--- src/rtl/core/bblur_pkg.sv ---
// ----------------------------------------------------------------------------
// bblur_pkg: shared types and constants of the 3x3 box blur
// Beat payloads, register indexes, control tag and divider constants.
// ----------------------------------------------------------------------------
`default_nettype none

package bblur_pkg;

	localparam int PIX_W          = 8;
	localparam int FRAME_WIDTH_W  = 11;
	localparam int FRAME_HEIGHT_W = 13;
	localparam int CFG_DATA_W     = 13;
	localparam int CFG_IDX_W      = 1;
	localparam int IN_ROW_W       = 13;
	localparam int OUT_ROW_W      = 12;
	localparam int HEIGHT_MAX     = 4096;
	localparam int WIDTH_RESET    = 640;
	localparam int HEIGHT_RESET   = 480;

	// window sum of nine pixels and the reciprocal multiply that divides it
	localparam int SUM_W       = PIX_W + 4;
	localparam int RECIP_W     = 14;
	localparam int PROD_W      = SUM_W + RECIP_W;
	localparam int RECIP_SHIFT = 15;
	localparam logic [RECIP_W-1:0] RECIP_4 = 14'd8192;
	localparam logic [RECIP_W-1:0] RECIP_6 = 14'd5462;
	localparam logic [RECIP_W-1:0] RECIP_9 = 14'd3641;

	localparam logic [CFG_IDX_W-1:0] REG_FRAME_WIDTH  = 1'b0;
	localparam logic [CFG_IDX_W-1:0] REG_FRAME_HEIGHT = 1'b1;

	localparam logic OP_PIXEL = 1'b0;
	localparam logic OP_DRAIN = 1'b1;

	typedef enum logic [1:0] {
		DIV_4,
		DIV_6,
		DIV_9
	} div_sel_t;

	typedef struct packed {
		logic             op;
		logic [PIX_W-1:0] pixel;
	} in_item_t;

	typedef struct packed {
		logic [PIX_W-1:0] blurred;
		logic             end_of_row;
		logic             end_of_frame;
	} out_item_t;

	// per-item control from the position counters to the datapath
	typedef struct packed {
		logic             drain;
		logic [PIX_W-1:0] pixel;
		logic             emit;
		logic             top_ok;
		logic             bot_ok;
		logic             left_ok;
		logic             right_ok;
		logic             end_of_row;
		logic             end_of_frame;
	} tag_t;

endpackage

`default_nettype wire

--- src/rtl/core/bblur_ctrl.sv ---
// ----------------------------------------------------------------------------
// bblur_ctrl: frame registers and position counters
// Holds frame size, tracks input and output positions, issues line store reads.
// ----------------------------------------------------------------------------
`default_nettype none

module bblur_ctrl #(
	parameter int MAX_WIDTH = 1024,
	localparam int COL_W = $clog2(MAX_WIDTH)
) (
	input  logic                                 clk,
	input  logic                                 arst_n,
	input  logic                                 cfg_we,
	input  logic [bblur_pkg::CFG_IDX_W-1:0]      cfg_index,
	input  logic [bblur_pkg::CFG_DATA_W-1:0]     cfg_data,
	input  logic                                 in_valid,
	input  logic                                 in_stall,
	input  bblur_pkg::in_item_t                  in_data,
	output logic                                 item_load,
	output bblur_pkg::tag_t                      item_tag,
	output logic [COL_W-1:0]                     item_col
);

	import bblur_pkg::*;

	localparam int WID_W = $clog2(MAX_WIDTH + 1);
	localparam int CNT_W = COL_W + 1;
	localparam int WidthReset = (WIDTH_RESET > MAX_WIDTH) ? MAX_WIDTH : WIDTH_RESET;

	logic [WID_W-1:0]          w_q;
	logic [FRAME_HEIGHT_W-1:0] h_q;
	logic [COL_W-1:0]          in_col_q;
	logic [IN_ROW_W-1:0]       in_row_q;
	logic [COL_W-1:0]          out_col_q;
	logic [OUT_ROW_W-1:0]      out_row_q;

	logic [WID_W-1:0]          w_next;
	logic [FRAME_HEIGHT_W-1:0] h_next;
	logic                      pending;
	logic                      is_drain;
	logic                      effective;
	logic                      ready_out;
	logic                      in_col_last;
	logic                      out_col_last;
	logic                      out_row_last;
	logic                      step;
	logic                      emit;

	// clamp written sizes into the supported range
	always_comb begin
		int unsigned wv;
		int unsigned hv;
		wv = 32'(cfg_data[FRAME_WIDTH_W-1:0]);
		hv = 32'(cfg_data[FRAME_HEIGHT_W-1:0]);
		if (wv < 32'd2) begin
			wv = 32'd2;
		end else if (wv > 32'(MAX_WIDTH)) begin
			wv = 32'(MAX_WIDTH);
		end
		if (hv < 32'd2) begin
			hv = 32'd2;
		end else if (hv > 32'(HEIGHT_MAX)) begin
			hv = 32'(HEIGHT_MAX);
		end
		w_next = WID_W'(wv);
		h_next = FRAME_HEIGHT_W'(hv);
	end

	assign pending      = in_row_q < IN_ROW_W'(h_q);
	assign is_drain     = in_data.op == OP_DRAIN;
	assign effective    = is_drain ? !pending : pending;
	assign step         = in_valid && !in_stall && effective;
	assign ready_out    = (in_row_q >= IN_ROW_W'(2))
		|| (in_row_q == IN_ROW_W'(1) && in_col_q != '0);
	assign emit         = step && ready_out;
	assign in_col_last  = (CNT_W'(in_col_q) + CNT_W'(1)) >= CNT_W'(w_q);
	assign out_col_last = (CNT_W'(out_col_q) + CNT_W'(1)) >= CNT_W'(w_q);
	assign out_row_last = (IN_ROW_W'(out_row_q) + IN_ROW_W'(1)) >= IN_ROW_W'(h_q);

	always_comb begin
		item_tag.drain        = is_drain;
		item_tag.pixel        = in_data.pixel;
		item_tag.emit         = ready_out;
		item_tag.top_ok       = out_row_q != '0;
		item_tag.bot_ok       = !out_row_last;
		item_tag.left_ok      = out_col_q != '0;
		item_tag.right_ok     = !out_col_last;
		item_tag.end_of_row   = out_col_last;
		item_tag.end_of_frame = out_col_last && out_row_last;
	end

	assign item_load = step;
	assign item_col  = in_col_q;

	always_ff @(posedge clk or negedge arst_n) begin
		if (!arst_n) begin
			w_q       <= WID_W'(WidthReset);
			h_q       <= FRAME_HEIGHT_W'(HEIGHT_RESET);
			in_col_q  <= '0;
			in_row_q  <= '0;
			out_col_q <= '0;
			out_row_q <= '0;
		end else if (cfg_we) begin
			unique case (cfg_index)
				REG_FRAME_WIDTH:  w_q <= w_next;
				REG_FRAME_HEIGHT: h_q <= h_next;
			endcase
			in_col_q  <= '0;
			in_row_q  <= '0;
			out_col_q <= '0;
			out_row_q <= '0;
		end else if (step) begin
			if (emit && out_col_last && out_row_last) begin
				in_col_q  <= '0;
				in_row_q  <= '0;
				out_col_q <= '0;
				out_row_q <= '0;
			end else begin
				if (in_col_last) begin
					in_col_q <= '0;
					in_row_q <= in_row_q + IN_ROW_W'(1);
				end else begin
					in_col_q <= in_col_q + COL_W'(1);
				end
				if (emit) begin
					if (out_col_last) begin
						out_col_q <= '0;
						out_row_q <= out_row_q + OUT_ROW_W'(1);
					end else begin
						out_col_q <= out_col_q + COL_W'(1);
					end
				end
			end
		end
	end

`ifndef SYNTHESIS
	a_in_col_range: assert property (@(posedge clk) disable iff (!arst_n)
		CNT_W'(in_col_q) < CNT_W'(w_q))
		else $error("input column beyond frame width");

	a_out_row_range: assert property (@(posedge clk) disable iff (!arst_n)
		IN_ROW_W'(out_row_q) < IN_ROW_W'(h_q))
		else $error("output row beyond frame height");

	a_frame_wrap: assert property (@(posedge clk) disable iff (!arst_n)
		emit && item_tag.end_of_frame |=> in_row_q == '0 && in_col_q == '0)
		else $error("positions not cleared after last output of frame");
`endif

endmodule

`default_nettype wire

--- config.mk ---
export PLATFORM = sky130hd
export DESIGN_NAME = bblur_ctrl
export DESIGN_NICKNAME = d
export VERILOG_FILES = /design/src/rtl/core/bblur_pkg.sv /design/src/rtl/core/bblur_ctrl.sv
export SDC_FILE = /design/constraint.sdc
export NUM_CORES = 1
export LEC_CHECK = 0
export BUFFER_PORTS_ARGS = -buffer_cell sky130_fd_sc_hd__buf_4
export CAP_MARGIN = 20
export CORE_UTILIZATION = 65
export DETAILED_ROUTE_END_ITERATION = 8
export PLACE_DENSITY = 0.84
export SYNTH_ARGS = -nofsm -noshare
export SYNTH_HDL_FRONTEND = slang
export SYNTH_SLANG_ARGS = --single-unit
--- constraint.sdc ---
create_clock -name clk -period 5.2 [get_ports clk]
set_input_delay 0.26 -clock clk [delete_from_list [all_inputs] [get_ports clk]]
set_output_delay 0.26 -clock clk [all_outputs]
set_load 0.05 [all_outputs]
# After elaboration in Yosys (flattened, before gate mapping)
# Index checks and enable logic that the tools add are counted.
# op_classes
addsub	7
n_lt_le_gt_ge	9
n_eq_ne	1
muxes	23
n_bitwise	1
n_reduce_logical	24
# ops
op	n
two-way mux 10 bit	9
two-way mux 13 bit	6
two-way mux 12 bit	5
adder 10 x 1 -> 11 bit (second input constant)	2
greater-or-equal comparator 11 bit	2
two-way mux 11 bit	2
adder 10 x 1 -> 10 bit (second input constant)	2
nonzero test 10 bit	2
adder 12 x 1 -> 13 bit (second input constant)	1
adder 13 x 1 -> 13 bit (second input constant)	1
== test 13 x 1 -> 1 bit (second input constant)	1
greater-or-equal comparator 13 bit	1
greater-or-equal comparator 13 x 2 -> 1 bit (second input constant)	1
> comparator 13 bit (second input constant)	1
< comparator 13 bit	1
< comparator 13 x 2 -> 1 bit (second input constant)	1
adder 12 x 1 -> 12 bit (second input constant)	1
nonzero test 12 bit	1
> comparator 11 bit (second input constant)	1
< comparator 11 x 2 -> 1 bit (second input constant)	1
nonzero test 3 bit	3
AND reduction 2 bit	4
logical AND 1 bit	7
logical NOT 1 bit	4
other kinds (5)	5
# word_totals
reg_bits	69
in_bits	28
out_inout_bits	27
word_cells	71

# Longest topological paths before layout
# logic_depth
depth_word	10
depth_mapped	16
ltp_nobuf	15

# Least setup slack after synthesis
# Ideal clock, no wire load.
# synth_path
kind	reg2reg
start	register in_col_q[0], in the netlist item_col[0]
end	register in_row_q[2]
setup_time_ps	82
arrival_time_ps	3285
t_required_ps	5118
slack_ps	1832
path_stages_with_launch	15
n_path_buf	2
period_less_slack_ps	3368
cell_sequence	dfrtp_1 ha_1 nand3_1 nor2_1 and3_1 xnor2_1 inv_1 ha_1 a2111o_1 a211oi_1 or2_2 buf_2 clkbuf_1 o221ai_1 a31oi_1
# synth_between
elab_chain_cells	9
elab_cells_between_ends	13
cone_classes	add/sub (1); order compare (1); mux (3); reduce/logical (8)
# synth_lines
element	line	source
start, declared	bblur_ctrl.sv:32	logic [COL_W-1:0] in_col_q;
start signal, assigned	bblur_ctrl.sv:123	in_col_q <= in_col_q + COL_W'(1);
branches (longest 9 deep; another with adder 10 x 1 -> 11 bit)	--	
end signal, assigned	bblur_ctrl.sv:121	in_row_q <= in_row_q + IN_ROW_W'(1);
end, declared	bblur_ctrl.sv:33	logic [IN_ROW_W-1:0] in_row_q;
# Parallel ways; which one is timed is not known. The select of a mux whose other input is x is not followed.
# A chain may end at the register's enable or synchronous reset.

==> metrics.md <==
| Metric | Value |
|---|---|
| Asr flop ratio synth | 100% |
| Row count | 32 |
| Synth Area in Simple Gates | 18.3% |
| Largest family of logic cells by synthesized area | compound AO/OA/AOI/OAI gates |
| Tcrit/Tclk final | 81.3% |
| CTS resizes | 0 |
| Post-CTS setup buffer count | 0 |
| Clk slew on worst S/H paths | 90 ps |
| Max Freq | 0.237 GHz |
| Tot Pwr | 1.47 mW |
| Crit path arrival time | 3970 ps |
| Hold-fix buffers, CTS | 0 |
| Grt ovf | 0 |
| Remaining antenna violation count | 0 |
| Most common cell in the netlist | dfrtp_1 |
| Hold Violations, Final | 7 |
| Gpl congestion | 0.897 |
| Seq/Total Area, Yosys | 33.8% |
| Slew Limit Fails | 0 |
| I/O pins | 55 |
| Final WL | 12,800 µm |
| Max Cap Viol | 0 |
| Setup-failing EPs final | 0 |
| Startpoint Class | register |
| Total Neg Setup Slack | 0 ps |
| Synth cell count leaders | 63 x dfrtp_1, 57 x inv_1, 56 x ha_1 |
| Die X | 90.8 µm |
| Crit Path Max Fanout | 20 |
| Routed len/inst | 18.5 µm |
| Adder-Cell Fraction of Synth Area | 13.7% |
| DRT iter0 DRCs | 275 |
| Post-synthesis instance total | 565 |
| Post-DP HPWL | 9270 µm |
| Failing checks | hold timing |
| Hold Crit Class | in -> async |
| Mapped cell area | 5120 µm² |
| Yosys warnings | 0 |
| RSZ-0062 raised after global routing | false |
| Clock root buffer | clkbuf_8 |
| Crit path time final | 4230 ps |
| Core area | 7690 µm² |
| Leakage power | 2.52 nW |
| GRT Total Usage | 32.8% |
| Synth Area in XOR/XNOR | 4.44% |
| Vias per cell | 6.52 |
| Mapped Avg Cell Area | 9.07 µm² |
| Net Count, Synth | 649 |
| H-tree depth | 3 |
| Relative slew slack | 39.0% |
| First-pass GRT wire length | 21,400 µm |
| Synth top area share | 30.8% |
| Layout cells sized above 1 | 14.1% |
| Largest net degree at the start of global routing | 70 |
| Clock skew | 12.7 ps |
| DR pass1 iterations | 5 |
| Mux contribution to synthesized area | 1.51% |
| Vias in the first global route | 4,363 |
| Pre-CTS setup slack | 1420 ps |
| Die Y-Extent | 90.8 µm |
| Req. time, crit path | 4940 ps |
| Library cells used by synthesis | 66 |
| WHS | -18.6 ps |
| Longest Clk Path Bufs | 2 |
| Number of flops mapped to enable cells by yosys | 0 |
| Yosys top cell by area | dfrtp_1 |
| #FFs+latches synth | 69 |
| Synth Area in Compound Gates | 20.5% |
| P&R area growth vs syn | 8.76% |
| CTS Buf Count | 9 |
| Antenna cell count | 0 |
| Top_reg_cell synth | dfrtp_1 |
| DR vias | 4,501 |
| Final WS setup | 974 ps |
| PwrDens | 264 nW/µm² |
| # DRC | 0 |
| Status | finished with violations |
| Initial antenna violation count | 0 |
| Die area | 8240 µm² |
| Worst Tran Pin Value | 896 ps |
| Ranking of synthesized cells by area | dfrtp_1 31%, ha_1 14%, inv_1 4.2% |
| CTS tree | done |
| Clk_lat worst skew | 360 ps |
| # clock sinks | 69 |
| Input/output buffers | 38 |
| Crit. End Element | primary output |
| Starting Density | 66.7% |
| Nets | 667 |
| Core utilization of the finished layout | 72.5% |
| Peak supply drop | 0.000190 V |
| WS Path Type | reg -> out |
==> through the flow <==
step,hold slack [ps],cells,cell area [µm²]
2_1_floorplan,-35.6,565,5120
3_3_place_gp,425,673,5360
3_5_place_dp,433,673,5360
4_1_cts,47.3,689,5570
5_1_grt,98.0,690,5570
6_report,-18.6,690,5570
==> flip-flops by register name (all words and copies together), names as in the netlist <==
name and flops:
h_q 13, out_col_q 10, in_row_q 13, out_row_q 12
w_q 11, item_col 10
==> worst max-delay path: stages, from the launching register on <==
cell     delay, ps
dfrtp_1        460
ha_1           270
nand3_1        140
nor2_1         360
nand3_1        160
xnor2_1        190
ha_1           320
nand2_1         80
o21ai_0        280
a21oi_1        140
o21ai_1        370
nand2_2        430
inv_1          200
buf_4          220
==> worst paths after layout <==
path | from | endpoint | slack [ps] | cells after the start
hold reg to reg | w_q[9] | w_q[9] | 480 | 2
max in group asynchronous | arst_n | w_q[3] | 4600 | 1
setup reg to reg | out_row_q[0] | out_row_q[10] | 1200 | 14
min in group clk | cfg_data[12] | h_q[1] | 120 | 2
hold / removal | arst_n | item_col[7] | -20 | 1
setup / recovery | out_row_q[0] | item_tag[0] | 970 | 13
==> report_power, final <==
group / switching, mW / internal, mW
clock network: 0.232 / 0.238
registers: 0.0439 / 0.576
logic: 0.247 / 0.136
total: 0.523 / 0.949
==> layout by cell type (no fill, tap or decap), types with 9 or more instances in the layout <==
cell type,netlist,final
a21oi_1,18,18
a22o_1,22,22
buf_4,13,39
clkbuf_8,0,10
dfrtp_1,63,63
ha_1,56,56
inv_1,57,57
nand2_1,38,38
nand2b_1,14,14
nand3_1,32,32
nor2_1,32,32
nor3_1,14,14
o211ai_1,13,13
o21ai_0,17,17
o221ai_1,9,9
o2bb2ai_1,9,9
xnor2_1,14,14
xor2_1,12,12
==> per-layer routing <==
layer  wire (µm)  GRT usage (%)  vias up
met5           0              0        -
met4         384           14.0        0
met3         809           4.46       41
met2        6000           52.3      201
met1        5570           44.7     2169
li1            -              -     2090
==> final cells by class <==
type	instances	area [µm²]
Clock inverter	6	71.3
Timing Repair Buffer	39	293
Fill cell	595	2110
Clock buffer	10	138
Tap cell	102	128
Sequential cell	69	1730
Inverter	58	218
Multi-Input combinational cell	406	2990
==> cells by family after synthesis <==
group / count (synthesis)
and+or+nand+nor: 180
AOI/OAI and AO/OA: 138
buffers and inverters: 90
DFF: 69
adders and majority gates: 56
xor gates and xnor gates: 26
muxes: 6
Note: power is estimated with default switching activity, not from simulation.
