$ cat config.mk
export PLATFORM = sky130hd
export DESIGN_NAME = bblur_dp
export DESIGN_NICKNAME = d
export VERILOG_FILES = /design/src/rtl/core/bblur_pkg.sv /design/src/rtl/core/bblur_dp.sv
export SDC_FILE = /design/constraint.sdc
export NUM_CORES = 1
export LEC_CHECK = 0
export ABC_AREA = 1
export BUFFER_PORTS_ARGS = -buffer_cell sky130_fd_sc_hd__buf_2
export CORE_ASPECT_RATIO = 0.75
export CORE_MARGIN = 3
export CORE_UTILIZATION = 55
export CTS_BUF_LIST = sky130_fd_sc_hd__clkbuf_4 sky130_fd_sc_hd__clkbuf_8
export CTS_CLUSTER_SIZE = 8
export DETAILED_ROUTE_END_ITERATION = 12
export HOLD_SLACK_MARGIN = 0.06
export PLACE_DENSITY = 0.74
export SLEW_MARGIN = 5
export SYNTH_ARGS = -nofsm -noshare
export SYNTH_HDL_FRONTEND = slang
export SYNTH_SLANG_ARGS = --single-unit
$ cat constraint.sdc
create_clock -name clk -period 14.3 [get_ports clk]
set_clock_uncertainty 0.15 [all_clocks]
set_input_delay 2.86 -clock clk [delete_from_list [all_inputs] [get_ports clk]]
set_output_delay 2.86 -clock clk [all_outputs]
set_load 0.01 [all_outputs]
$ cat src/rtl/core/bblur_pkg.sv
// ----------------------------------------------------------------------------
// bblur_pkg: shared types and constants of the 3x3 box blur
// Beat payloads, register indexes, control tag and divider constants.
// ----------------------------------------------------------------------------
`default_nettype none

package bblur_pkg;

	localparam int PIX_W          = 8;
	localparam int FRAME_WIDTH_W  = 11;
	localparam int FRAME_HEIGHT_W = 13;
	localparam int CFG_DATA_W     = 13;
	localparam int CFG_IDX_W      = 1;
	localparam int IN_ROW_W       = 13;
	localparam int OUT_ROW_W      = 12;
	localparam int HEIGHT_MAX     = 4096;
	localparam int WIDTH_RESET    = 640;
	localparam int HEIGHT_RESET   = 480;

	// window sum of nine pixels and the reciprocal multiply that divides it
	localparam int SUM_W       = PIX_W + 4;
	localparam int RECIP_W     = 14;
	localparam int PROD_W      = SUM_W + RECIP_W;
	localparam int RECIP_SHIFT = 15;
	localparam logic [RECIP_W-1:0] RECIP_4 = 14'd8192;
	localparam logic [RECIP_W-1:0] RECIP_6 = 14'd5462;
	localparam logic [RECIP_W-1:0] RECIP_9 = 14'd3641;

	localparam logic [CFG_IDX_W-1:0] REG_FRAME_WIDTH  = 1'b0;
	localparam logic [CFG_IDX_W-1:0] REG_FRAME_HEIGHT = 1'b1;

	localparam logic OP_PIXEL = 1'b0;
	localparam logic OP_DRAIN = 1'b1;

	typedef enum logic [1:0] {
		DIV_4,
		DIV_6,
		DIV_9
	} div_sel_t;

	typedef struct packed {
		logic             op;
		logic [PIX_W-1:0] pixel;
	} in_item_t;

	typedef struct packed {
		logic [PIX_W-1:0] blurred;
		logic             end_of_row;
		logic             end_of_frame;
	} out_item_t;

	// per-item control from the position counters to the datapath
	typedef struct packed {
		logic             drain;
		logic [PIX_W-1:0] pixel;
		logic             emit;
		logic             top_ok;
		logic             bot_ok;
		logic             left_ok;
		logic             right_ok;
		logic             end_of_row;
		logic             end_of_frame;
	} tag_t;

endpackage

`default_nettype wire

$ cat src/rtl/core/bblur_dp.sv
// ----------------------------------------------------------------------------
// bblur_dp: line store write-back, window and mean datapath
// Consumes line store reads, updates the 3x3 window, sums and divides.
// ----------------------------------------------------------------------------
`default_nettype none

module bblur_dp #(
	parameter int COL_W = 10
) (
	input  logic                          clk,
	input  logic                          arst_n,
	input  logic                          item_load,
	input  bblur_pkg::tag_t               item_tag,
	input  logic [COL_W-1:0]              item_col,
	input  logic [bblur_pkg::PIX_W-1:0]   older_rd,
	input  logic [bblur_pkg::PIX_W-1:0]   recent_rd,
	output logic                          s1_free,
	output logic                          wr_en,
	output logic [COL_W-1:0]              wr_addr,
	output logic [bblur_pkg::PIX_W-1:0]   older_wd,
	output logic [bblur_pkg::PIX_W-1:0]   recent_wd,
	output logic                          out_valid,
	input  logic                          out_stall,
	output bblur_pkg::out_item_t          out_data
);

	import bblur_pkg::*;

	logic             valid_s1;
	tag_t             tag_s1;
	logic [COL_W-1:0] col_s1;

	logic             valid_s2;
	logic [SUM_W-1:0] sum_s2;
	div_sel_t         div_s2;
	logic             eor_s2;
	logic             eof_s2;

	logic             out_valid_q;
	out_item_t        out_data_q;

	logic [PIX_W-1:0] win_q  [3][3];
	logic [PIX_W-1:0] win_nx [3][3];
	logic [PIX_W-1:0] col_new [3];
	logic [2:0]       row_ok;
	logic [2:0]       col_ok;
	logic [SUM_W-1:0] sum_nx;
	div_sel_t         div_nx;

	logic              out_free;
	logic              s2_free;
	logic              s1_fire;
	logic              s2_fire;
	logic [RECIP_W-1:0] recip;
	logic [PROD_W-1:0]  prod;

	assign out_free = !out_valid_q || !out_stall;
	assign s2_free  = !valid_s2 || out_free;
	assign s2_fire  = valid_s2 && out_free;
	// items that produce no output leave s1 without waiting for s2
	assign s1_fire  = valid_s1 && (!tag_s1.emit || s2_free);
	assign s1_free  = !valid_s1 || s1_fire;

	// write-back lands as s1 leaves; the same column is read again only
	// after the whole row has passed through s1, so no forwarding is needed
	assign wr_en     = s1_fire && !tag_s1.drain;
	assign wr_addr   = col_s1;
	assign older_wd  = recent_rd;
	assign recent_wd = tag_s1.pixel;

	assign col_new[0] = older_rd;
	assign col_new[1] = recent_rd;
	assign col_new[2] = tag_s1.drain ? '0 : tag_s1.pixel;

	assign row_ok = {tag_s1.bot_ok, 1'b1, tag_s1.top_ok};
	assign col_ok = {tag_s1.right_ok, 1'b1, tag_s1.left_ok};

	always_comb begin
		for (int r = 0; r < 3; r++) begin
			win_nx[r][0] = win_q[r][1];
			win_nx[r][1] = win_q[r][2];
			win_nx[r][2] = col_new[r];
		end
	end

	// masked sum of the shifted window, neighbors outside the frame drop out
	always_comb begin
		sum_nx = '0;
		for (int r = 0; r < 3; r++) begin
			for (int c = 0; c < 3; c++) begin
				if (row_ok[r] && col_ok[c]) begin
					sum_nx = sum_nx + SUM_W'(win_nx[r][c]);
				end
			end
		end
	end

	always_comb begin
		priority if (row_ok[0] && row_ok[2] && col_ok[0] && col_ok[2]) begin
			div_nx = DIV_9;
		end else if ((row_ok[0] && row_ok[2]) || (col_ok[0] && col_ok[2])) begin
			div_nx = DIV_6;
		end else begin
			div_nx = DIV_4;
		end
	end

	always_comb begin
		unique case (div_s2)
			DIV_4:   recip = RECIP_4;
			DIV_6:   recip = RECIP_6;
			DIV_9:   recip = RECIP_9;
			default: recip = RECIP_4;
		endcase
	end

	assign prod = PROD_W'(sum_s2) * PROD_W'(recip);

	always_ff @(posedge clk or negedge arst_n) begin
		if (!arst_n) begin
			valid_s1    <= 1'b0;
			valid_s2    <= 1'b0;
			out_valid_q <= 1'b0;
			for (int r = 0; r < 3; r++) begin
				for (int c = 0; c < 3; c++) begin
					win_q[r][c] <= '0;
				end
			end
		end else begin
			if (s1_free) begin
				valid_s1 <= item_load;
			end
			if (s2_free) begin
				valid_s2 <= s1_fire && tag_s1.emit;
			end
			if (out_free) begin
				out_valid_q <= valid_s2;
			end
			if (s1_fire) begin
				win_q <= win_nx;
			end
		end
	end

	always_ff @(posedge clk) begin
		if (item_load && s1_free) begin
			tag_s1 <= item_tag;
			col_s1 <= item_col;
		end
		if (s1_fire && tag_s1.emit && s2_free) begin
			sum_s2 <= sum_nx;
			div_s2 <= div_nx;
			eor_s2 <= tag_s1.end_of_row;
			eof_s2 <= tag_s1.end_of_frame;
		end
		if (s2_fire) begin
			out_data_q.blurred      <= prod[RECIP_SHIFT +: PIX_W];
			out_data_q.end_of_row   <= eor_s2;
			out_data_q.end_of_frame <= eof_s2;
		end
	end

	assign out_valid = out_valid_q;
	assign out_data  = out_data_q;

`ifndef SYNTHESIS
	a_load_when_free: assert property (@(posedge clk) disable iff (!arst_n)
		item_load |-> s1_free)
		else $error("item loaded into occupied first stage");

	a_s2_hold: assert property (@(posedge clk) disable iff (!arst_n)
		valid_s2 && !out_free |=> valid_s2 && $stable(sum_s2))
		else $error("second stage lost its item while blocked");

	a_eof_eor: assert property (@(posedge clk) disable iff (!arst_n)
		out_valid_q |-> !out_data_q.end_of_frame || out_data_q.end_of_row)
		else $error("end of frame without end of row");
`endif

endmodule

`default_nettype wire

== Word-level counts from Yosys, hierarchy flattened ==
Cells that the tools add are included.

* Add/subtract/negate cells: 8
* $mul: 1
* Div/mod/pow operators: 0
* $lt $le $gt $ge: 0
* Eq/ne operators: 2
* Shift-type cells: 0
* Multiplexer cells: 11
* Bitwise operators: 0
* Reduce and logical (&&, ||, !) cells: 25

{| class="wikitable"
|+ Operators with widths
! operator !! number
|-
| 12-bit by 8-bit adder with 12-bit output || 8
|-
| 12-bit two-way mux || 7
|-
| 14-bit one-hot mux with 2 select lines || 1
|-
| 12-bit by 14-bit multiplier with 23-bit output || 1
|-
| 8-bit two-way mux || 2
|-
| 1-bit logical AND || 14
|-
| 1-bit zero test || 6
|-
| 1-bit logical OR || 5
|-
| 2-bit by 1-bit == test with 1-bit output (second input constant) || 1
|-
| 2-bit == test (second input constant) || 1
|-
| 1-bit two-way mux || 1
|}

* Flip-flop bits (word level): 103
* Latch bits: 0
* Memory bits (writable): 0
* ROM bits: 0
* Input bits: 46
* Output and inout port bits: 39
* Logic and storage cells: 73
* Memories: 0

== Longest topological paths before layout ==
Gate-level depths: netlist of the first run.

* Word-level depth: 17
* Gate-level depth with buffers: 56
* Gate-level depth less buffers: 54

== Least setup slack after synthesis of the first run ==
Ideal clock, no wire load.

* Kind: input -> register
* From: in older_rd[0] (netlist name)
* To: reg sum_s2[11], data pin
* Setup time: 0.249 ns
* Arrival: 9.396 ns
* Required time: 13.901 ns
* Slack: 4.504 ns
* Stages: 33
* Path buffers: 0
* Cells stage by stage: ha_1 fa_1 o21ai_0 fa_1 o21ai_0 inv_1 fa_1 fa_1 or2_2 o21ai_0 inv_1 fa_1 or2_2 o21ai_0 inv_1 fa_1 o21ai_0 xor2_1 o21ai_0 ha_1 a21oi_1 o21ai_0 a21o_1 a21oi_1 nor2_1 o21ai_0 nor2_2 nand3_1 inv_1 nand2_1 nand3_1 nand2_1 inv_1

* Cells in the longest elaborated chain, start to end: 13

{| class="wikitable"
|+ Ends and longest elaborated chain
! item !! line !! RTL
|-
| from (decl) || bblur_dp.sv:15 || <nowiki>input logic [bblur_pkg::PIX_W-1:0] older_rd,</nowiki>
|-
| 12-bit by 8-bit adder with 12-bit output * || bblur_dp.sv:92 || <nowiki>sum_nx = sum_nx + SUM_W'(win_nx[r][c]);</nowiki>
|-
| 12-bit two-way mux * || bblur_dp.sv:91 || <nowiki>if (row_ok[r] && col_ok[c]) begin</nowiki>
|-
| 12-bit by 8-bit adder with 12-bit output || bblur_dp.sv:92 ||
|-
| 12-bit two-way mux * || bblur_dp.sv:91 ||
|-
| 12-bit by 8-bit adder with 12-bit output * || bblur_dp.sv:92 ||
|-
| 12-bit by 8-bit adder with 12-bit output || bblur_dp.sv:92 ||
|-
| 12-bit two-way mux * || bblur_dp.sv:91 ||
|-
| 12-bit by 8-bit adder with 12-bit output || bblur_dp.sv:92 ||
|-
| 12-bit two-way mux * || bblur_dp.sv:91 ||
|-
| 12-bit by 8-bit adder with 12-bit output || bblur_dp.sv:92 ||
|-
| 12-bit two-way mux * || bblur_dp.sv:91 ||
|-
| 12-bit by 8-bit adder with 12-bit output || bblur_dp.sv:92 ||
|-
| 12-bit two-way mux * || bblur_dp.sv:91 ||
|-
| named net sum_nx[11] || bblur_dp.sv:47 || <nowiki>logic [SUM_W-1:0] sum_nx;</nowiki>
|-
| to (signal assigned) || bblur_dp.sv:151 || <nowiki>sum_s2 <= sum_nx;</nowiki>
|-
| to (decl) || bblur_dp.sv:34 || <nowiki>logic [SUM_W-1:0] sum_s2;</nowiki>
|}

The timed path passes the listed nets; every way through them passes the cells marked *.
A chain may end at the register's enable or synchronous reset.

== Worst setup path after layout of the first run ==
Same ends and word-level chain as after synthesis.

==> metrics.md, run 1 <==
| Metric | Value |
|---|---|
| Average instance area after synthesis | `around 8.2 um^2` |
| Net count of the mapped netlist | `roughly 1600` |
| Final count of hold timing violations | `0` |
| Seq pwr share | `approximately a fifth` |
| Minimum clock period | `~10 ns` |
| CTS tree | `yes` |
| Number of cell rows | `44` |
| Worst Max-Slew Pin Slew | `1.19 ns` |
| Detailed-route DRC error count | `0` |
| Die footprint | `around 0.022 mm^2` |
| Share of layout cells above drive strength 1 | `around 10%` |
| Initial Utilization | `56.8%` |
| Routed WL | `between 20000 and 25000 um` |
| Number of ports placed on the die boundary | `85` |
| FMAX | `about 97 MHz` |
| Clock sink count | `103` |
| Maximum fanout along the worst path | `4` |
| Number of nets still failing antenna checks after routing | `0` |
| Number of input and output port buffers inserted | `84` |
| Unrepaired setup endpoints after global routing | `false` |
| CTS clk-pin slew, worst paths | `0.11 ns` |
| Pin count of the biggest net entering global routing | `61` |
| Type of the most critical hold path | `flip-flop to flip-flop` |
| Critical Path End Type | `flip-flop` |
| Final number of setup-violating endpoints | `0` |
| Drt pass-1 iters | `5` |
| Class of the most critical setup path | `input pin to flip-flop` |
| Largest stage delay on the critical path | `around 0.57 ns` |
| GRT Residual Overflow | `0` |
| Fraction of registers with async set/reset | `about 50%` |
| Maximum buffer depth of the clock tree | `2` |
| Count of H-tree levels built during CTS | `3` |
| Post-CTS Setup Inserts | `0` |
| Cell area after synthesis | `0.0112 mm^2` |
| Overall track demand over capacity in global routing | `between 20% and 30%` |
| Number of distinct standard cells referenced by the synthesized netlist | `42` |
| Overall via count from detail_route | `8679` |
| Maximum Capacitance Violations | `0` |
| Synthesis-stage register bit count | `103` |
| Post-DP HPWL | `between 20000 and 25000 um` |
| P&R area growth vs syn | `6.92%` |
| Gate power share | `about 70%` |
| Internal power component | `approximately 1.0 mW` |
| Length of routed met2 wiring | `roughly 10000 um` |
| Outcome | `complete, no violations` |
| Average wire per cell in the routed design | `around 15 um` |
| Routed metal-1 wire length | `12400 um` |
| Die extent in y | `about 130 um` |
| Final Cycle Share | `around 72%` |
| Cts bufs inserted | `9` |
| Top area cells in the synthesized netlist | `sky130_fd_sc_hd__fa_1 (18%), sky130_fd_sc_hd__edfxtp_1 (14%), sky130_fd_sc_hd__ha_1 (14%)` |
| CTS Root Cell | `sky130_fd_sc_hd__clkbuf_8` |
| Data required time of the worst path | `~14 ns` |
| Number of DRC markers in iteration 0 | `~600` |
| Yosys top cell by area | `sky130_fd_sc_hd__fa_1` |
| Leak | `between 6 and 7 nW` |
| Fill cell count | `between 1500 and 2000` |
| N_diodes | `0` |
| Wire length of the first global-routing pass | `~42000 um` |
| Number of resized instances in the post-cts repair step | `0` |
| Vias in the first global route | `8619` |
| Met3 WL | `1800 um` |
| Die Width | `around 170 um` |
| Number of enable-type register cells in the synthesized netlist | `52` |
| Total power density per cell area | `approximately 160 mW/mm^2` |
| Slew margin rel. | `a little over a fifth` |
| CP arrival | `between 10 and 15 ns` |
| Switching share of power | `48.6%` |
| Syn Inst Count | `1369` |
| Placeable core region | `0.0197 mm^2` |
| Via-to-Cell Ratio | `approximately 5.2` |
| Share of Yosys cell area claimed by the top area cell type | `between 10% and 20%` |
| Slowest stage cell on the critical path | `sky130_fd_sc_hd__fa_1` |
| Max-slew violation total from the final report | `0` |
| Hold buffers post-CTS | `0` |
| Power share of the clock group | `approximately a tenth` |
| Part of the Yosys area used for sequential elements | `roughly 25%` |
| Number of antenna violations at the first check in global routing | `0` |
| Overall power after layout | `between 1.5 and 2 mW` |
| Most used flip-flop cell after synthesis | `sky130_fd_sc_hd__edfxtp_1` |
| Net switching power | `approximately 0.95 mW` |
| Top routing layer used | `met4` |
| Latest clock arrival within the worst-skew pair | `0.40 ns` |
| Nature of the critical path startpoint | `input pin` |
| Most used cell along the critical path | `sky130_fd_sc_hd__o21ai_0` |
| VDD IR-drop max | `~0.14 mV` |
| Yosys warns | `0` |
| Final-layout setup total negative slack | `0 ns` |
| Final Net Count | `about 1700` |
| Gpl congestion | `about 0.94` |
-- worst paths after layout --
path | start | endpoint | slack (ns) | cells after the start
worst min register to register | eof_s2 | out_data[0] | 0.29 | 0
min in group asynchronous | arst_n | win_nx[22] | 2.41 | 2
max in group asynchronous | arst_n | win_nx[63] | 11.11 | 2
worst min-delay path | eof_s2 | out_data[0] | 0.29 | 0
worst max-delay path | older_rd[0] | sum_s2[11] | 3.97 | 34
worst max register to register | row_ok[0] | sum_s2[11] | 4.57 | 51
-- flip-flops by register name, indices dropped and copies added, names as in the netlist --
signal / cells
div_s2: 2
win_nx: 48
out_valid: 1
valid_s2: 1
eor_s2: 1
valid_s1: 1
out_data: 10
wr_addr: 10
tag_s1: 4
row_ok: 2
sum_s2: 12
eof_s2: 1
recent_wd: 8
col_ok: 2
-- power by group through the flow --
stage,registers [mW],logic (mW),clock network [mW]
2_1_floorplan,0.420,1.04,0
3_3_place_gp,0.419,1.27,0
3_5_place_dp,0.420,1.32,0
6_report,0.414,1.33,0.208
4_1_cts,0.414,1.33,0.214
5_1_grt,0.419,1.55,0.223
-- worst max-delay path: cells and delay by family --
kind / cells / cell delay, ns
fa+ha+maj: 8 / 3.36
compound gates: 11 / 2.51
simple gates: 8 / 1.02
buf+inv: 6 / 0.49
xor+xnor: 1 / 0.11
-- final cells by class --
type / count / area [um^2] / share of cell area (%)
clock buffer: 9 / 124 / 1.04
sequential: 103 / 2840 / 23.8
tap: 253 / 317 / 2.65
inverter: 297 / 1110 / 9.34
multi-input combinational: 928 / 7000 / 58.7
clock inverter: 7 / 90.1 / 0.755
timing repair buffer: 88 / 450 / 3.77
-- cell usage after synthesis (13+ instances only) --
library cell,instances
sky130_fd_sc_hd__nor2_1,77
sky130_fd_sc_hd__o21ai_0,95
sky130_fd_sc_hd__fa_1,101
sky130_fd_sc_hd__xnor2_1,13
sky130_fd_sc_hd__buf_4,18
sky130_fd_sc_hd__ha_1,124
sky130_fd_sc_hd__nand2_2,18
sky130_fd_sc_hd__nand3_1,36
sky130_fd_sc_hd__clkbuf_1,19
sky130_fd_sc_hd__nand2_1,294
sky130_fd_sc_hd__a21oi_1,72
sky130_fd_sc_hd__dfrtp_1,51
sky130_fd_sc_hd__inv_1,296
sky130_fd_sc_hd__xor2_1,34
sky130_fd_sc_hd__edfxtp_1,52
-- routing by layer --
| metal | track usage [%] | vias to the layer above |
|---|---|---|
| met5 | 0 | - |
| met4 | 4.29 | 0 |
| met3 | 6.04 | 31 |
| met2 | 36.1 | 219 |
| met1 | 35.4 | 4067 |
| li1 | - | 4362 |
-- layout by cell type, fill, tap and decap left out, types with 51 or more instances in the layout --
cell                       netlist  final
sky130_fd_sc_hd__nand2_1       294    294
sky130_fd_sc_hd__edfxtp_1       52     52
sky130_fd_sc_hd__inv_1         296    296
sky130_fd_sc_hd__a21oi_1        72     72
sky130_fd_sc_hd__buf_2           2     84
sky130_fd_sc_hd__dfrtp_1        51     51
sky130_fd_sc_hd__fa_1          101    101
sky130_fd_sc_hd__ha_1          124    124
sky130_fd_sc_hd__o21ai_0        95     95
sky130_fd_sc_hd__nor2_1         77     75
-- cells by family (layout without fill, tap and decap cells) --
family / after synthesis / in the layout / synth area share (%)
simple gates: 461 / 461 / 17.5
xor+xnor: 47 / 47 / 3.69
flops: 103 / 103 / 25.4
fa+ha+maj: 225 / 225 / 32.0
buf+inv: 338 / 401 / 12.0
compound gates: 195 / 195 / 9.42
-- stage by stage --
stage	std cells	hold slack, ns	instance area [um^2]	worst slack, ns	util, %
floorplan	1369	0.250	11200	4.50	-
global placement	1669	0.251	11700	3.79	59.6
detailed placement	1669	0.261	11700	3.64	59.6
CTS	1685	0.290	11900	4.07	60.7
global route	1685	0.293	11900	3.32	60.7
finish	1685	0.286	11900	3.97	60.7
Power figures use the tool's default switching activity.
==> run 2: changes to the inputs <==
==> constraint.sdc (replaced) <==
create_clock -name clk -period 10.4 [get_ports clk]
set_clock_uncertainty 0.15 [all_clocks]
set_input_delay 2.08 -clock clk [delete_from_list [all_inputs] [get_ports clk]]
set_output_delay 2.08 -clock clk [all_outputs]
set_load 0.01 [all_outputs]
==> run 2 against run 1 <==
Against the previous run: worst setup slack worse by 3.2 ns; core utilization is 0.076 points higher; hold slack hardly changed; register-to-register slack worse by 3.6 ns; global-route usage is 0.41 points lower; sequential share of layout area hardly changed; design area is 0.13% higher; non-clock buffer count is 2 higher; wire length is 0.61% lower; combinational power is 37% higher; largest cell class unchanged.
==> metrics.md, run 2 (synthesis gave the netlist of run 1 again) <==
| Metric | Value |
|---|---|
| Top routing layer used | `met4` |
| Most common library cell in the layout ignoring fill and taps | `sky130_fd_sc_hd__inv_1` |
| Total power density per cell area | `around 220 mW/mm^2` |
| CTS clk-pin slew, worst paths | `about 0.11 ns` |
| Pin count of the biggest net entering global routing | `around 60` |
| Count of H-tree levels built during CTS | `3` |
| Hold buffers post-CTS | `0` |
| Tightest hold margin | `about 0.29 ns` |
| Length of routed met2 wiring | `slightly above 10000 um` |
| Worst-case reg-to-reg path depth | `39` |
| Routed metal-1 wire length | `approximately 13000 um` |
| Cell Count, Final, Fillers Out | `between 1500 and 2000` |
| Die footprint | `0.0221 mm^2` |
| Switching share of power | `between 40% and 50%` |
| Number of nets still failing antenna checks after routing | `0` |
| Leading cell types in the layout, fill and taps excluded | `sky130_fd_sc_hd__inv_1 (296), sky130_fd_sc_hd__nand2_1 (294), sky130_fd_sc_hd__ha_1 (124), sky130_fd_sc_hd__fa_1 (101), sky130_fd_sc_hd__o21ai_0 (95)` |
| Class of the most critical setup path | `input pin to flip-flop` |
| Gpl congestion | `0.941` |
| P&R area growth vs syn | `7.05%` |
| Post-DP HPWL | `about 20000 um` |
| Seq pwr share | `21.3%` |
| Final Cycle Share | `slightly above 90%` |
| Nature of the critical path startpoint | `input pin` |
| Number of DRC markers in iteration 0 | `569` |
| Number of resized instances in the post-cts repair step | `0` |
| Worst Max-Slew Pin Slew | `approximately 1.3 ns` |
| Detailed-route DRC error count | `0` |
| Initial Utilization | `between 50 and 60%` |
| Leak | `roughly 6.6 nW` |
| Routed WL | `around 25000 um` |
| Final number of setup-violating endpoints | `0` |
| CTS Root Cell | `sky130_fd_sc_hd__clkbuf_8` |
| VDD IR-drop max | `approximately 0.12 mV` |
| Average wire per cell in the routed design | `approximately 15 um` |
| Post-Route Utilization | `about 61%` |
| CP arrival | `around 9.6 ns` |
| Met3 WL | `between 1500 and 2000 um` |
| Smallest setup slack after layout | `0.797 ns` |
| Vias in the first global route | `approximately 8500` |
| Cell Count Post-Placement | `1671` |
| Minimum clock period | `roughly 9.6 ns` |
| Power share of the clock group | `10.6%` |
| Type of the most critical hold path | `flip-flop to flip-flop` |
| Outcome | `complete, no violations` |
| Slew margin rel. | `between 10% and 20%` |
| Cts bufs inserted | `9` |
| Final count of hold timing violations | `0` |
| Critical Path End Type | `flip-flop` |
| Internal power component | `between 1 and 1.5 mW` |
| Max FFs per register | `48` |
| GRT Residual Overflow | `0` |
| Final-layout setup total negative slack | `0 ns` |
| Start of the worst register-to-register path | `col_ok[0]` |
| Most used cell along the critical path | `sky130_fd_sc_hd__o21ai_0` |
| Capturing instance or port of the critical path | `sum_s2[11]` |
| Wire length of the first global-routing pass | `approximately 41000 um` |
| Data required time of the worst path | `between 10 and 15 ns` |
| Max-slew violation total from the final report | `0` |
| Slowest stage cell on the critical path | `sky130_fd_sc_hd__fa_1` |
| Maximum fanout along the worst path | `4` |
| N_diodes | `0` |
| Worst setup startpoint | `older_rd[0]` |
| Number of input and output port buffers inserted | `84` |
| Clock sink count | `just over 100` |
| Worst setup slack for register-to-register paths | `just under 1 ns` |
| Maximum Capacitance Violations | `0` |
| Largest stage delay on the critical path | `0.57 ns` |
| Overall via count from detail_route | `between 8000 and 9000` |
| FMAX | `around 100 MHz` |
| RR Endpoint | `sum_s2[11]` |
| Placeable core region | `a little under 0.02 mm^2` |
| Drt pass-1 iters | `6` |
| CTS tree | `yes` |
| Final Net Count | `1700` |
| Number of ports placed on the die boundary | `85` |
| Maximum buffer depth of the clock tree | `2` |
| Overall track demand over capacity in global routing | `23.5%` |
| Worst setup timing slack at the placement stage | `0.456 ns` |
| Number of antenna violations at the first check in global routing | `0` |
| Latest clock arrival within the worst-skew pair | `approximately 0.40 ns` |
| Net switching power | `around 1.3 mW` |
| Via-to-Cell Ratio | `between 5 and 6` |
| Number of cell rows | `44` |
| Unrepaired setup endpoints after global routing | `false` |
| Share of layout cells above drive strength 1 | `between 10 and 15%` |
| Die Width | `approximately 170 um` |
| Gate power share | `about two thirds` |
| Post-CTS Setup Inserts | `0` |
| Die extent in y | `129 um` |
## run 2: cell count changes in the layout (fill, tap and decap cells not counted), sizes merged
cell | previous run | this run
buf | 88 | 90
## run 2: how the worst min path moves through the flow
stage	start	to	cells after the start
floorplan	tag_s1[0]	eof_s2	0
global placement	tag_s1[0]	eof_s2	0
detailed placement	eor_s2	out_data[1]	0
CTS	eof_s2	out_data[0]	0
global route	eof_s2	out_data[0]	0
finish	eof_s2	out_data[0]	0
## run 2: area by class of cell
cell class                 instances  area [um^2]
clock inverter                     7         90.1
fill                            1771         7700
timing repair buffer              90          465
multi-input combinational        928         7000
tap                              253          317
sequential                       103         2840
inverter                         297         1110
clock buffer                       9          124
## run 2: per-layer routing
metal  up-vias  global-route usage, %
met1      4099                   36.2
met3        14                   4.64
met4         0                   3.81
met5         -                      0
li1       4368                      -
met2       244                   35.1
## run 2: power by group through the flow
stage               combinational, mW  clock, mW  sequential [mW]
floorplan                        1.42          0            0.578
global route                     2.12      0.306            0.575
detailed placement               1.81          0            0.577
finish                           1.82      0.284            0.569
CTS                              1.83      0.293            0.569
global placement                 1.75          0            0.574
## run 2: worst max-delay path, delay by kind of cell
family,cells,cell delay [ns]
simple gates,8,1.04
compound gates,11,2.50
xor+xnor,1,0.10
fa+ha+maj,8,3.38
buf+inv,6,0.52
## run 2: stage by stage
stage          total power [mW]  area [um^2]
2_1_floorplan              2.00        11200
3_3_place_gp               2.32        11700
3_5_place_dp               2.39        11700
4_1_cts                    2.69        11900
5_1_grt                    3.00        11900
6_report                   2.67        11900
==> run 3: changes to the inputs <==
--- a/config.mk
+++ b/config.mk
@@ -9,12 +9,11 @@
 export BUFFER_PORTS_ARGS = -buffer_cell sky130_fd_sc_hd__buf_2
 export CORE_ASPECT_RATIO = 0.75
 export CORE_MARGIN = 3
-export CORE_UTILIZATION = 55
+export CORE_UTILIZATION = 40
 export CTS_BUF_LIST = sky130_fd_sc_hd__clkbuf_4 sky130_fd_sc_hd__clkbuf_8
 export CTS_CLUSTER_SIZE = 8
 export DETAILED_ROUTE_END_ITERATION = 12
 export HOLD_SLACK_MARGIN = 0.06
-export PLACE_DENSITY = 0.74
 export SLEW_MARGIN = 5
 export SYNTH_ARGS = -nofsm -noshare
 export SYNTH_HDL_FRONTEND = slang
==> run 3 against run 2 <==
Against the previous run: sequential power barely moved; register-to-register slack improved by 0.03 ns; power rose by 0.61%; design area rose by 1.1%; largest cell class unchanged; largest power group unchanged; cell count rose by 5.9%; highest routed layer unchanged.
==> metrics.md, run 3 (synthesis gave the netlist of run 1 again) <==
| Metric | Value |
|---|---|
| Final Net Count | `approximately 1700` |
| Type of the most critical hold path | `flip-flop to flip-flop` |
| CTS tree | `yes` |
| GRT Residual Overflow | `0` |
| Die footprint | `approximately 0.03 mm^2` |
| Placeable core region | `0.0272 mm^2` |
| Number of nets still failing antenna checks after routing | `0` |
| Hold buffers post-CTS | `0` |
| P&R area growth vs syn | `8.27%` |
| CTS Root Cell | `sky130_fd_sc_hd__clkbuf_8` |
| Maximum fanout along the worst path | `4` |
| Fill cell count | `2741` |
| VDD IR-drop max | `0.144 mV` |
| Gpl congestion | `between 0.8 and 0.9` |
| CTS clk-pin slew, worst paths | `roughly 0.12 ns` |
| Cell Count Post-Placement | `1770` |
| Data required time of the worst path | `approximately 10 ns` |
| Register Area | `approximately 0.0028 mm^2` |
| CP arrival | `9.50 ns` |
| Total power density per cell area | `roughly 220 mW/mm^2` |
| Post-CTS Setup Inserts | `0` |
| Most used cell along the critical path | `sky130_fd_sc_hd__o21ai_0` |
| Overall power after layout | `2.69 mW` |
| Nature of the critical path startpoint | `input pin` |
| Leak | `roughly 6.6 nW` |
| Unrepaired setup endpoints after global routing | `false` |
| Number of cell rows | `52` |
| Routed WL | `about 25000 um` |
| Maximum buffer depth of the clock tree | `2` |
| Outcome | `complete, no violations` |
| N_diodes | `0` |
| Max FFs per register | `48` |
| Latest clock arrival within the worst-skew pair | `0.40 ns` |
| Number of antenna violations at the first check in global routing | `0` |
| Final count of hold timing violations | `0` |
| Worst Max-Slew Pin Slew | `a little over 0.9 ns` |
| Number of DRC markers in iteration 0 | `between 400 and 500` |
| Area occupied by multi-input gates | `between 0.007 and 0.008 mm^2` |
| Clock sink count | `between 100 and 150` |
| Share of layout cells above drive strength 1 | `10.5%` |
| Placed cell area | `~0.012 mm^2` |
| Post-DP HPWL | `about 21000 um` |
| Maximum Capacitance Violations | `0` |
| Critical Path End Type | `flip-flop` |
| Largest stage delay on the critical path | `about 0.59 ns` |
| Number of input and output port buffers inserted | `84` |
| Leading cell types in the layout, fill and taps excluded | `sky130_fd_sc_hd__inv_1 (296), sky130_fd_sc_hd__nand2_1 (294), sky130_fd_sc_hd__ha_1 (124), sky130_fd_sc_hd__fa_1 (101), sky130_fd_sc_hd__o21ai_0 (95)` |
| Overall via count from detail_route | `8608` |
| Detailed-route DRC error count | `0` |
| Slowest stage cell on the critical path | `sky130_fd_sc_hd__fa_1` |
| Die extent in y | `approximately 150 um` |
| Via-to-Cell Ratio | `4.82` |
| Minimum clock period | `roughly 9.5 ns` |
| Final number of setup-violating endpoints | `0` |
| Initial Utilization | `roughly two fifths` |
| Die Width | `between 150 and 200 um` |
| Cell Count, Final, Fillers Out | `between 1500 and 2000` |
| Class of the most critical setup path | `input pin to flip-flop` |
| Number of ports placed on the die boundary | `between 80 and 90` |
| Most common library cell in the layout ignoring fill and taps | `sky130_fd_sc_hd__inv_1` |
| Drt pass-1 iters | `5` |
| Final Cycle Share | `just over 90%` |
| Wire length of the first global-routing pass | `approximately 43000 um` |
| Average wire per cell in the routed design | `roughly 14 um` |
| Slew margin rel. | `~38%` |
| Count of H-tree levels built during CTS | `3` |
| Pin count of the biggest net entering global routing | `~60` |
| Vias in the first global route | `just under 9000` |
| Overall track demand over capacity in global routing | `18.1%` |
| Finished layout cell area | `~0.012 mm^2` |
| Cts bufs inserted | `9` |
| Final-layout setup total negative slack | `0 ns` |
| FMAX | `about 110 MHz` |
| Tightest hold margin | `between 0.2 and 0.3 ns` |
| Number of resized instances in the post-cts repair step | `0` |
| Max-slew violation total from the final report | `0` |
[run 3: power by group]
group | switching, mW | total (mW) | internal (mW)
combinational | 1.10 | 1.82 | 0.728
sequential | 0.0326 | 0.567 | 0.534
clock | 0.158 | 0.299 | 0.142
total | 1.29 | 2.69 | 1.40
[run 3: worst max-delay path, delay by kind of cell]
family | cells | cell delay (ns)
buf+inv | 6 | 0.55
compound gates | 11 | 2.41
simple gates | 8 | 1.03
xor+xnor | 1 | 0.10
fa+ha+maj | 8 | 3.34
[run 3: layout make-up]
| class | instances | area share (%) |
|---|---|---|
| Tap cell | 351 | 3.63 |
| Sequential cell | 103 | 23.5 |
| Clock inverter | 5 | 0.673 |
| Clock buffer | 11 | 1.15 |
| Multi-Input combinational cell | 928 | 57.9 |
| Timing Repair Buffer | 91 | 3.91 |
| Inverter | 297 | 9.22 |
[run 3: layer usage]
layer | track usage (%) | wire length (um) | share of wire [%]
met1 | 27.5 | 13400 | 53
met2 | 26.7 | 10400 | 41
met3 | 3.89 | 1360 | 5.3
met4 | 3.65 | 267 | 1.1
met5 | 0 | 0 | 0
[run 3: path summary, 6_finish.rpt]
kind                                  start     endpoint  slack [ns]  cells past startpoint
worst max-delay path            older_rd[0]   sum_s2[11]        0.93                     34
worst min-delay path                 eof_s2  out_data[0]        0.26                      0
worst max register to register    col_ok[0]   sum_s2[11]        1.00                     39
worst min register to register       eof_s2  out_data[0]        0.26                      0
max in group asynchronous            arst_n     valid_s2        7.97                      2
min in group asynchronous            arst_n   win_nx[45]        1.66                      2
[run 3: per-stage QoR]
| stage | util [%] | worst slack [ns] |
|---|---|---|
| finish | 44.4 | 0.929 |
| global route | 44.4 | 0.164 |
| CTS | 44.4 | 0.939 |
| detailed placement | 43.6 | 0.499 |
| global placement | 43.6 | 0.723 |
| floorplan | - | 1.38 |
